## src/sv/rrnh_pkg.sv

```systemverilog
// shared types, widths and codes for the ray rectangle nearest hit unit
// no dependencies; imported by the controller, datapath and top level
`default_nettype none

package rrnh_pkg;

   localparam int COORD_W = 24;              // signed Q16.8 coordinate
   localparam int DIFF_W = COORD_W + 1;      // coordinate difference
   localparam int PROD_W = 2 * DIFF_W;       // product of two differences
   localparam int WIDE_W = PROD_W + 1;       // difference of two products
   localparam int TLO_W = WIDE_W / 2;        // low part of split multiply
   localparam int THI_W = WIDE_W - TLO_W;    // high part of split multiply
   localparam int NUM_W = WIDE_W + DIFF_W;   // dividend t * |d|
   localparam int QUO_W = DIFF_W;            // quotient bits
   localparam int RAD_W = 2 * (PROD_W / 2 + 1); // radicand, even bit count
   localparam int ROOT_W = RAD_W / 2;
   localparam int SREM_W = ROOT_W + 2;
   localparam int ID_W = 10;
   localparam int LEN_W = 24;
   localparam int CNT_W = 5;
   localparam int DIV_STEPS = QUO_W;
   localparam int SQRT_STEPS = ROOT_W;

   // beat layouts
   localparam int REQ_DATA_W = 208;
   localparam int REQ_USER_W = 2;
   localparam int RSP_DATA_W = 88;
   localparam int RSP_USER_W = 2;
   localparam int CSR_IDX_W = 2;

   localparam logic signed [COORD_W-1:0] THROUGH_X_RESET = 24'sd2560;

   typedef enum logic [CSR_IDX_W-1:0] {
      REG_ORIGIN_X,
      REG_ORIGIN_Y,
      REG_THROUGH_X,
      REG_THROUGH_Y
   } csr_reg_type;

   typedef enum logic [3:0] {
      OP_NONE,
      OP_LOAD,
      OP_EDGE,
      OP_MUL,
      OP_DEN,
      OP_CHECK,
      OP_PMUL,
      OP_PSUM,
      OP_DIV,
      OP_POINT,
      OP_MAG,
      OP_SQR,
      OP_SQSUM,
      OP_SQRT,
      OP_UPDATE,
      OP_RESULT
   } op_type;

   typedef struct packed {
      op_type     op;
      logic [1:0] edge_sel;
      logic       axis;
   } cmd_type;

   typedef struct packed {
      logic solid;
      logic edge_ok;
      logic rsp_busy;
   } status_type;

   // edges are tested in the order 0-1, 1-2, 3-0, 2-3
   function automatic logic [1:0] edge_from(input logic [1:0] e);
      logic [1:0] c;
      unique case (e)
         2'd0: c = 2'd0;
         2'd1: c = 2'd1;
         2'd2: c = 2'd3;
         default: c = 2'd2;
      endcase
      return c;
   endfunction

   function automatic logic [1:0] edge_to(input logic [1:0] e);
      logic [1:0] c;
      unique case (e)
         2'd0: c = 2'd1;
         2'd1: c = 2'd2;
         2'd2: c = 2'd0;
         default: c = 2'd3;
      endcase
      return c;
   endfunction

endpackage

`default_nettype wire

```

## src/sv/rrnh_ctrl.sv

```systemverilog
// sequencer of the ray rectangle nearest hit unit
// depends on rrnh_pkg; drives the datapath through cmd_type commands
`default_nettype none

module rrnh_ctrl
   import rrnh_pkg::*;
(
   input  wire logic       clock,
   input  wire logic       reset,
   input  wire logic       req_tvalid,
   output logic            req_tready,
   input  status_type      status,
   output cmd_type         cmd
);

   typedef enum logic [4:0] {
      ST_IDLE, ST_START, ST_EDGE, ST_MUL, ST_DEN, ST_CHECK, ST_BRANCH,
      ST_PMUL, ST_PSUM, ST_DIV, ST_POINT, ST_MAG, ST_SQR, ST_SQSUM,
      ST_SQRT, ST_UPDATE, ST_FINISH
   } state_type;

   state_type        state_ff;
   logic [1:0]       edge_ff;
   logic             axis_ff;
   logic [CNT_W-1:0] cnt_ff;

   assign req_tready = (state_ff == ST_IDLE);

   always_comb begin
      cmd.edge_sel = edge_ff;
      cmd.axis = axis_ff;
      unique case (state_ff)
         ST_IDLE:   cmd.op = req_tvalid ? OP_LOAD : OP_NONE;
         ST_EDGE:   cmd.op = OP_EDGE;
         ST_MUL:    cmd.op = OP_MUL;
         ST_DEN:    cmd.op = OP_DEN;
         ST_CHECK:  cmd.op = OP_CHECK;
         ST_PMUL:   cmd.op = OP_PMUL;
         ST_PSUM:   cmd.op = OP_PSUM;
         ST_DIV:    cmd.op = OP_DIV;
         ST_POINT:  cmd.op = OP_POINT;
         ST_MAG:    cmd.op = OP_MAG;
         ST_SQR:    cmd.op = OP_SQR;
         ST_SQSUM:  cmd.op = OP_SQSUM;
         ST_SQRT:   cmd.op = OP_SQRT;
         ST_UPDATE: cmd.op = OP_UPDATE;
         ST_FINISH: cmd.op = status.rsp_busy ? OP_NONE : OP_RESULT;
         default:   cmd.op = OP_NONE;
      endcase
   end

   always_ff @(posedge clock) begin
      if (reset) begin
         state_ff <= ST_IDLE;
         edge_ff <= '0;
         axis_ff <= 1'b0;
         cnt_ff <= '0;
      end else begin
         unique case (state_ff)
            ST_IDLE: begin
               edge_ff <= '0;
               axis_ff <= 1'b0;
               if (req_tvalid) state_ff <= ST_START;
            end
            ST_START:  state_ff <= status.solid ? ST_EDGE : ST_FINISH;
            ST_EDGE:   state_ff <= ST_MUL;
            ST_MUL:    state_ff <= ST_DEN;
            ST_DEN:    state_ff <= ST_CHECK;
            ST_CHECK:  state_ff <= ST_BRANCH;
            ST_BRANCH: begin
               axis_ff <= 1'b0;
               if (status.edge_ok) begin
                  state_ff <= ST_PMUL;
               end else if (edge_ff == 2'd3) begin
                  state_ff <= ST_FINISH;
               end else begin
                  edge_ff <= edge_ff + 2'd1;
                  state_ff <= ST_EDGE;
               end
            end
            ST_PMUL: state_ff <= ST_PSUM;
            ST_PSUM: begin
               cnt_ff <= CNT_W'(DIV_STEPS - 1);
               state_ff <= ST_DIV;
            end
            ST_DIV: begin
               if (cnt_ff == '0) begin
                  if (axis_ff) begin
                     state_ff <= ST_POINT;
                  end else begin
                     axis_ff <= 1'b1;
                     state_ff <= ST_PMUL;
                  end
               end else begin
                  cnt_ff <= cnt_ff - 1'b1;
               end
            end
            ST_POINT: state_ff <= ST_MAG;
            ST_MAG:   state_ff <= ST_SQR;
            ST_SQR:   state_ff <= ST_SQSUM;
            ST_SQSUM: begin
               cnt_ff <= CNT_W'(SQRT_STEPS - 1);
               state_ff <= ST_SQRT;
            end
            ST_SQRT: begin
               if (cnt_ff == '0) state_ff <= ST_UPDATE;
               else cnt_ff <= cnt_ff - 1'b1;
            end
            ST_UPDATE: begin
               axis_ff <= 1'b0;
               if (edge_ff == 2'd3) begin
                  state_ff <= ST_FINISH;
               end else begin
                  edge_ff <= edge_ff + 2'd1;
                  state_ff <= ST_EDGE;
               end
            end
            ST_FINISH: if (!status.rsp_busy) state_ff <= ST_IDLE;
            default: state_ff <= ST_IDLE;
         endcase
      end
   end

endmodule

`default_nettype wire

```

## config.mk

```make
export PLATFORM = sky130hd
export DESIGN_NAME = rrnh_ctrl
export DESIGN_NICKNAME = d
export VERILOG_FILES = /design/src/sv/rrnh_pkg.sv /design/src/sv/rrnh_ctrl.sv
export SDC_FILE = /design/constraint.sdc
export NUM_CORES = 1
export LEC_CHECK = 0
export BUFFER_PORTS_ARGS = -buffer_cell sky130_fd_sc_hd__buf_2
export CAP_MARGIN = 25
export CELL_PAD_IN_SITES_DETAIL_PLACEMENT = 0
export CELL_PAD_IN_SITES_GLOBAL_PLACEMENT = 1
export CORE_AREA = 5 5 65 67
export CTS_BUF_LIST = sky130_fd_sc_hd__clkbuf_4
export CTS_CLUSTER_DIAMETER = 80
export CTS_CLUSTER_SIZE = 28
export DETAILED_ROUTE_END_ITERATION = 16
export DIE_AREA = 0 0 70 72
export GPL_TIMING_DRIVEN = 1
export HOLD_SLACK_MARGIN = 0.12
export PLACE_DENSITY_LB_ADDON = 0.1
export SETUP_SLACK_MARGIN = 0.1
export SYNTH_ARGS = -nofsm -noshare
export SYNTH_HDL_FRONTEND = slang
export SYNTH_SLANG_ARGS = --single-unit
```

## constraint.sdc

```tcl
create_clock -name clock -period 1.95 [get_ports clock]
set_input_delay 0.585 -clock clock [delete_from_list [all_inputs] [get_ports clock]]
set_output_delay 0.585 -clock clock [all_outputs]
set_load 0.005 [all_outputs]
```

==> results of run 1 <==
==> logic make-up (layout without fill, tap and decap cells) <==
family | Yosys count | after routing
simple gates | 58 | 58
compound gates | 47 | 47
buf+inv | 18 | 49
flops | 13 | 13
fa+ha+maj | 2 | 2
xor+xnor | 2 | 2
==> registers in the layout, indices dropped and copies added (netlist names) <==
register / flops
cnt_ff: 5
state_ff: 5
edge_ff: 2
axis_ff: 1
==> cells in the mapped netlist, types with 2 or more instances <==
library cell / n
nand4_1: 2
nand2_1: 11
buf_1: 2
a211oi_1: 4
o21ai_0: 9
and3_1: 2
nor2b_1: 3
ha_1: 2
buf_2: 2
o211ai_1: 2
clkbuf_1: 5
o22ai_1: 4
inv_1: 7
a21oi_1: 13
dfxtp_1: 13
nand2b_1: 2
a31oi_1: 2
nand3_1: 3
and3b_1: 2
o211a_1: 2
nor4_1: 2
nor2_1: 9
xor2_1: 2
o31ai_1: 3
nor3_1: 10
==> area by class of cell <==
class | instances | area, um^2 | share of cell area [%]
well taps | 48 | 60.1 | 4.32
repair buffers | 38 | 277 | 19.9
clock buffers | 3 | 22.5 | 1.62
multi-input cells | 109 | 728 | 52.3
clock inverters | 1 | 5.00 | 0.360
inverters | 7 | 28.8 | 2.07
flip-flops and latches | 13 | 270 | 19.4
==> worst paths after layout <==
kind / start / to / slack, ps
setup / recovery: state_ff[0] / req_tready / -170
setup reg to reg: state_ff[0] / edge_ff[0] / 80
hold / removal: edge_ff[1] / edge_ff[1] / 480
hold reg to reg: edge_ff[1] / edge_ff[1] / 480
==> worst max-delay path: stages, from the launching register on <==
cell     delay (ps)
dfxtp_1         330
or4_4           550
buf_4           160
nor2_4          100
buf_2           120
==> per-stage QoR <==
| stage | TNS (ps) | hold slack [ps] | setup slack (ps) | power, mW |
|---|---|---|---|---|
| finish | -580 | 481 | -169 | 0.642 |
| global route | -1050 | 506 | -253 | 0.684 |
| CTS | -662 | 485 | -185 | 0.645 |
| detailed placement | -142 | 473 | -142 | 0.469 |
| global placement | -78.1 | 458 | -78.1 | 0.469 |
| floorplan | 0 | 462 | 132 | 0.394 |
==> power breakdown <==
part / total (mW) / leakage (nW) / switching, mW / internal (mW)
Clock: 0.169 / 0.0177 / 0.0934 / 0.0759
Combinational: 0.199 / 0.461 / 0.111 / 0.0883
Sequential: 0.274 / 0.108 / 0.00498 / 0.269
Total: 0.642 / 0.587 / 0.209 / 0.433
==> what timing repair did <==
action	in CTS	in global routing
hold buffers	0	0
resized for setup	16	11
endpoints found under the setup margin	7	13
setup buffers	4	0
pin swaps	3	2
==> per-layer routing <==
metal	share of wire, %	wire [um]	vias to the layer above
met3	2.8	89	2
met5	0	0	-
met2	47	1520	17
met4	0.59	19	0
met1	49	1580	552
li1	-	-	585
==> impl_results.md, run 1 <==
- Status: finished, violations left
- Violated checks: negative setup slack
- Core ar.: between 3000 and 4000 um^2
- Synth area leader: dfxtp_1
- Hold Fails Final Rpt: 0
- Commonest non-fill, non-tap cell in the layout: buf_4
- Met2 Use GR: a little under a quarter
- Placer congestion estimate: 0.865
- Hold path depth: 2
- Least-Margin Pin Slew: 528 ps
- Clk_skew: about 2.7 ps
- Fin util: ~39%
- Synthesis warning total: 0
- Final wirelength: ~3200 um
- Initial antenna violation count: 0
- Overflow after GRT: 0
- Met1 Usage GRT: between 10% and 20%
- Critical-path maximum fanout: 3
- Fin area: roughly 1400 um^2
- Maximum vdd ir drop: approximately 0.24 mV
- 1st-pass router iterations: 6
- TritonCTS clock tree: done
- Cell Count, Final, Fillers Out: approximately 220
- Most frequent cells in the layout: 21 x buf_4, 13 x a21oi_1, 13 x buf_2, 11 x nand2_1
- First-pass GRT wire length: 5840 um
- Asr flop ratio synth: 0%
- H-tree depth: 1
- Max cap viols: 0
- Top post-synthesis cells by area: dfxtp_1 26%, a21oi_1 6.4%, nor3_1 4.9%
- Critical path type: register to output port
- Final min period: approximately 2100 ps
- Post-synthesis adder-cell area fraction: under 10%
- GRT Util Overall: approximately 14%
- Crit path required time: approximately 1400 ps
- Routed wire per std cell: approximately 15 um
- Placed cell count: around 210
- Num CTS Buffers: 3
- I/O Buffers: 13
- Nets: 180
- Starting density of the core: 28.3%
- R2R depth: 6
- Unique masters post-synth: 47
- Clk sinks: 13
- Vias: around 1200
- Yosys reg bits: 13
- Antenna violation net count after detailed routing: 0
- Synth Area in XOR/XNOR: roughly 1.7%
- Mapped Avg Cell Area: 7.24 um^2
- Layout cells sized above 1: around 36%
- DRC: 0
- Post-synthesis compound-gate area fraction: a little under 30%
- CTS clock-pin slew for the worst setup and hold paths: ~90 ps
- Worst Setup End Kind: output port
- GR peak layer: met2
- Row Count: 22
- Main combinational cell family by area after synthesis: simple AND/OR/NAND/NOR gates
- Mapped Cells: 140
- Vias/cell: around 5.3
- Seq/Total Area, Yosys: 25.7%
- Chip width: approximately 70 um
- CTS root buffer: clkbuf_4
- Cell Area, Synth: roughly 1000 um^2
- HPWL Detailed: about 2400 um
- Period utilization: 109%
- Ports: 14
- Max Root-Sink Buffers: 2
- Max_slew headroom: about 64%
- PwrDens: about 460 nW/um^2
- CP Data Arrival Time: around 1500 ps
- RSZ-0062 raised after global routing: yes
- Number of DRC markers in iteration 0: just over 70
- Die area: slightly above 5000 um^2
- # fillers: 416
- Max Freq: about 0.47 GHz
- Simple-gate share of the synthesized area: 32.3%
- Dominant synthesized flop cell: dfxtp_1
- Area Overhead vs Synth: 37.3%
- Finish-stage setup viols: 4
- Die H: approximately 72 um
- Largest net degree at the start of global routing: 27
- Met3 Resource Use GR: approximately 1.7%
- CP startpoint kind: register
- Vias in the first global route: around 1200
- Antenna cells: 0
- Final setup margin: -169 ps
- Post-synthesis mux area share: 0%
- Max Transition Viols Final: 0
- Hold Path Class: register to register
- Syn_nets: roughly 150
- Share of the synthesized area in the top cell type: between 20% and 30%
- Worst skew pair latency: between 200 and 300 ps
- Leakage: roughly 0.59 nW
- Placed inst area: ~1300 um^2
- Post-synth EDFFs: 0
Note: power is estimated with default switching activity, not from simulation.
==> run 2: changes to the inputs <==
--- a/config.mk
+++ b/config.mk
@@ -9,12 +9,12 @@
 export CAP_MARGIN = 25
 export CELL_PAD_IN_SITES_DETAIL_PLACEMENT = 0
 export CELL_PAD_IN_SITES_GLOBAL_PLACEMENT = 1
-export CORE_AREA = 5 5 65 67
+export CORE_AREA = 5 5 54 56
 export CTS_BUF_LIST = sky130_fd_sc_hd__clkbuf_4
 export CTS_CLUSTER_DIAMETER = 80
 export CTS_CLUSTER_SIZE = 28
 export DETAILED_ROUTE_END_ITERATION = 16
-export DIE_AREA = 0 0 70 72
+export DIE_AREA = 0 0 59 61
 export GPL_TIMING_DRIVEN = 1
 export HOLD_SLACK_MARGIN = 0.12
 export PLACE_DENSITY_LB_ADDON = 0.1
==> constraint.sdc (replaced) <==
create_clock -name clock -period 2.7 [get_ports clock]
set_input_delay 0.81 -clock clock [delete_from_list [all_inputs] [get_ports clock]]
set_output_delay 0.81 -clock clock [all_outputs]
set_load 0.005 [all_outputs]
==> impl_results.md, run 2 (synthesis gave the netlist of run 1 again) <==
- Die area: approximately 3600 um^2
- Hold EP: edge_ff[1]
- Maximum vdd ir drop: around 0.25 mV
- Finish-stage setup viols: 0
- Hold Fails Final Rpt: 0
- Worst stage delay on the critical path: 280 ps
- CP startpoint kind: input port
- Row Count: 18
- Least-Margin Pin Slew: 678 ps
- Final setup margin: approximately 190 ps
- I/O Buffers: 13
- Critical path type: input port to output port
- Crit path required time: 1890 ps
- # fillers: 259
- Max cap viols: 0
- Area Overhead vs Synth: 13.0%
- Clk sinks: 13
- Sum Neg Setup Slack: 0 ps
- Max Freq: slightly below 0.4 GHz
- Vias: approximately 1100
- RSZ-0062 raised after global routing: no
- Cell Count, Final, Fillers Out: between 150 and 200
- Max Transition Viols Final: 0
- Combined area of the multi-input logic cells: between 600 and 700 um^2
- Final min period: 2510 ps
- DRC: 0
- Register area: between 200 and 300 um^2
- Layout cells sized above 1: a little under a fifth
- Fin util: between 40 and 50%
- Number of DRC markers in iteration 0: 74
- Placed cell count: 179
- Die H: 61 um
- Post-CTS Hold Buffers: 0
- Top flop regs: cnt_ff: 5 flops, state_ff: 5 flops, edge_ff: 2 flops
- Routed wire per std cell: around 16 um
- Max_slew headroom: 54.4%
- Status: finished clean
- Worst Setup End Kind: output port
- Num CTS Buffers: 3
- Antenna cells: 0
- Reg2reg end: state_ff[1]
- Core ar.: roughly 2400 um^2
- Hold WS: approximately 470 ps
- Nets: 162
- Vias in the first global route: 1024
- GRT Util Overall: roughly 17%
- PwrDens: between 400 and 500 nW/um^2
- R2R depth: 7
- Vias/cell: approximately 6
- Hold Path Class: register to register
- Worst-path cell chain: buf_2, inv_1, and3_1, nor2_1, o32a_1, o22ai_1, buf_2
- CTS root buffer: clkbuf_4
- CTS clock-pin slew for the worst setup and hold paths: approximately 90 ps
- Overflow after GRT: 0
- Chip width: about 59 um
- Slowest CP cell: o32a_1
- Leakage: ~0.47 nW
- Worst hold path startpoint: edge_ff[1]
- Worst skew pair latency: roughly 280 ps
- Initial antenna violation count: 0
- CP Data Arrival Time: ~1700 ps
- Most frequent cells in the layout: 13 x a21oi_1, 13 x buf_2, 12 x dfxtp_1, 11 x nand2_1, 10 x nor3_1
- First-pass GRT wire length: roughly 4600 um
- Antenna violation net count after detailed routing: 0
- Critical-path maximum fanout: 3
- Final wirelength: roughly 2900 um
- Placer congestion estimate: ~0.85
- Place WS: 194 ps
- 1st-pass router iterations: 4
- Hold path depth: 2
- Ports: 14
- Worst R2R Start: cnt_ff[0]
- Clk_skew: approximately 2.9 ps
- Max Root-Sink Buffers: 2
- Pwr Total: about 460 uW
- HPWL Detailed: 1970 um
- Placed inst area: approximately 1100 um^2
- Fin area: between 1000 and 1500 um^2
- Starting density of the core: 42.5%
- Most common cell on crit path: buf_2
- H-tree depth: 1
- Largest net degree at the start of global routing: 27
- TritonCTS clock tree: done
- R2R Setup Slk: 670 ps
- Period utilization: 93.1%
==> run 2: per-layer routing <==
metal	GRT usage (%)	wire length (um)	share of wire, %
met1	21.5	1320	46
met4	9.71	31	1.1
met3	2.98	172	6.0
met2	27.6	1350	47
met5	0	0	0
==> run 2: worst max-delay path: cells and delay by family <==
kind            cells  cell delay, ps
compound gates      2             400
buf+inv             3             310
simple gates        2             190
==> run 2: cell type report <==
| class | count | share of cell area (%) |
|---|---|---|
| Sequential cell | 13 | 22.8 |
| Timing Repair Buffer | 20 | 10.3 |
| Clock buffer | 4 | 2.62 |
| Inverter | 7 | 2.30 |
| Multi-Input combinational cell | 109 | 58.7 |
| Tap cell | 30 | 3.28 |
==> run 2: how the worst max path moves through the flow <==
stage / slack, ps / depth (start not counted) / to / start
after floorplan: 430 / 5 / cmd[5] / status[0]
after global placement: 210 / 7 / cmd[5] / status[0]
after detailed placement: 190 / 7 / cmd[5] / status[0]
after CTS: 110 / 5 / cmd[5] / state_ff[3]
after global routing: 110 / 7 / cmd[5] / status[0]
final: 190 / 7 / cmd[5] / status[0]
==> run 2: timing repair <==
| item | 4_1_cts | 5_1_grt |
|---|---|---|
| setup buffers | 0 | 0 |
| resized for setup | 0 | 1 |
| setup endpoints to repair | 0 | 4 |
==> run 2: where the power goes <==
| group | internal [mW] | leakage, nW | switching [mW] |
|---|---|---|---|
| Sequential | 0.196 | 0.106 | 0.00370 |
| Combinational | 0.0476 | 0.351 | 0.0730 |
| Clock | 0.0674 | 0.0184 | 0.0713 |
==> run 3: changes to the inputs <==
--- a/config.mk
+++ b/config.mk
@@ -11,7 +11,6 @@
 export CELL_PAD_IN_SITES_GLOBAL_PLACEMENT = 1
 export CORE_AREA = 5 5 54 56
 export CTS_BUF_LIST = sky130_fd_sc_hd__clkbuf_4
-export CTS_CLUSTER_DIAMETER = 80
 export CTS_CLUSTER_SIZE = 28
 export DETAILED_ROUTE_END_ITERATION = 16
 export DIE_AREA = 0 0 59 61
==> constraint.sdc (replaced) <==
create_clock -name clock -period 3.15 [get_ports clock]
set_input_delay 0.945 -clock clock [delete_from_list [all_inputs] [get_ports clock]]
set_output_delay 0.945 -clock clock [all_outputs]
set_load 0.1 [all_outputs]
==> impl_results.md, run 3 (synthesis gave the netlist of run 1 again) <==
- CTS root buffer: clkbuf_4
- Starting density of the core: between 40% and 50%
- GRT Util Overall: between 15 and 20%
- Cell Count, Final, Fillers Out: approximately 180
- 1st-pass router iterations: 4
- Placed inst area: between 1000 and 1500 um^2
- Clk_skew: between 9 and 10 ps
- Core ar.: roughly 2400 um^2
- Final min period: 2920 ps
- Row Count: 18
- HPWL Detailed: 1980 um
- Antenna cells: 0
- Finish-stage setup viols: 0
- TritonCTS clock tree: done
- GR peak layer: met2
- CP startpoint kind: input port
- Period utilization: around 93%
- Clk sinks: 13
- Met2 Use GR: 28.5%
- Num CTS Buffers: 3
- Crit path required time: 2200 ps
- Post-CTS Hold Buffers: 0
- Fin area: ~1200 um^2
- Met3 Resource Use GR: under 10%
- H-tree depth: 1
- Met1 Usage GRT: 20.9%
- Hold Fails Final Rpt: 0
- Overflow after GRT: 0
- Least-Margin Pin Slew: 597 ps
- Critical-path maximum fanout: 3
- Worst Setup End Kind: output port
- Vias/cell: between 6 and 7
- PwrDens: between 300 and 400 nW/um^2
- Max cap viols: 0
- Ports: 14
- CP Data Arrival Time: around 2000 ps
- Slowest CP cell: o32a_1
- Max_slew headroom: between 50% and 60%
- Layout cells sized above 1: roughly a fifth
- Post-CTS Resized: 0
- Max Freq: 0.343 GHz
- CTS clock-pin slew for the worst setup and hold paths: around 80 ps
- Antenna violation net count after detailed routing: 0
- Number of DRC markers in iteration 0: 40
- Leakage: 0.494 nW
- Area Overhead vs Synth: 22.5%
- RSZ-0062 raised after global routing: no
- Hold Path Class: register to register
- Routed wire per std cell: ~15 um
- Worst skew pair latency: around 280 ps
- Postcts setup bufs: 0
- Final setup margin: 232 ps
- Die area: between 3000 and 4000 um^2
- Critical path type: input port to output port
- Vias: between 1000 and 1500
- Placer congestion estimate: 0.806
- First-pass GRT wire length: ~4600 um
- Die H: roughly 61 um
- Place WS: approximately 220 ps
- Chip width: around 59 um
- Top flop regs: cnt_ff: 5 flops, state_ff: 5 flops, edge_ff: 2 flops
- Placed cell count: between 150 and 200
- DRC: 0
- Sum Neg Setup Slack: 0 ps
- Worst stage delay on the critical path: 320 ps
- Final wirelength: 2710 um
- Vias in the first global route: approximately 1000
- Status: finished clean
- Worst-path cell chain: buf_2, inv_1, and3_1, nor2_1, o32a_1, o22ai_4, buf_12
- Max Transition Viols Final: 0
- Largest net degree at the start of global routing: 27
- Initial antenna violation count: 0
- Most frequent cells in the layout: 13 x a21oi_1, 13 x dfxtp_1, 11 x nand2_1, 10 x nor3_1
- Maximum vdd ir drop: between 0.2 and 0.3 mV
- Nets: between 150 and 200
- Max Root-Sink Buffers: 2
- I/O Buffers: 13
run 3: final timing paths:
| path | startpoint | to | slack (ps) | cells past startpoint |
|---|---|---|---|---|
| setup / recovery | status[0] | cmd[5] | 230 | 7 |
| setup reg to reg | state_ff[2] | edge_ff[0] | 1040 | 6 |
| hold reg to reg | edge_ff[1] | edge_ff[1] | 490 | 2 |
| hold / removal | edge_ff[1] | edge_ff[1] | 490 | 2 |
run 3: cell type report:
cell class	instances	area, um^2
fillers	260	1150
repair buffers	19	170
multi-input cells	109	717
flip-flops and latches	13	260
well taps	30	37.5
inverters	7	26.3
clock buffers	4	30.0
run 3: power by group:
group	leakage, nW	internal (mW)	switching (mW)
Sequential	0.105	0.168	0.00404
Combinational	0.371	0.0611	0.128
Clock	0.0184	0.0577	0.0577
run 3: worst max-delay path: cells and delay by family:
| kind | cells | cell delay, ps |
|---|---|---|
| simple gates | 2 | 190 |
| buf+inv | 3 | 360 |
| compound gates | 2 | 470 |
run 3: per-layer routing:
metal	vias to the layer above	part of all wire [%]
met5	-	0
met4	0	0.63
met3	2	4.5
met2	18	48
met1	534	47
li1	543	-
run 3: metrics by stage:
stage	util [%]	hold WS, ps	total power [mW]
floorplan	-	462	0.314
global placement	50.7	454	0.364
detailed placement	50.7	481	0.365
CTS	52.0	494	0.483
global route	52.0	525	0.500
finish	52.0	494	0.476
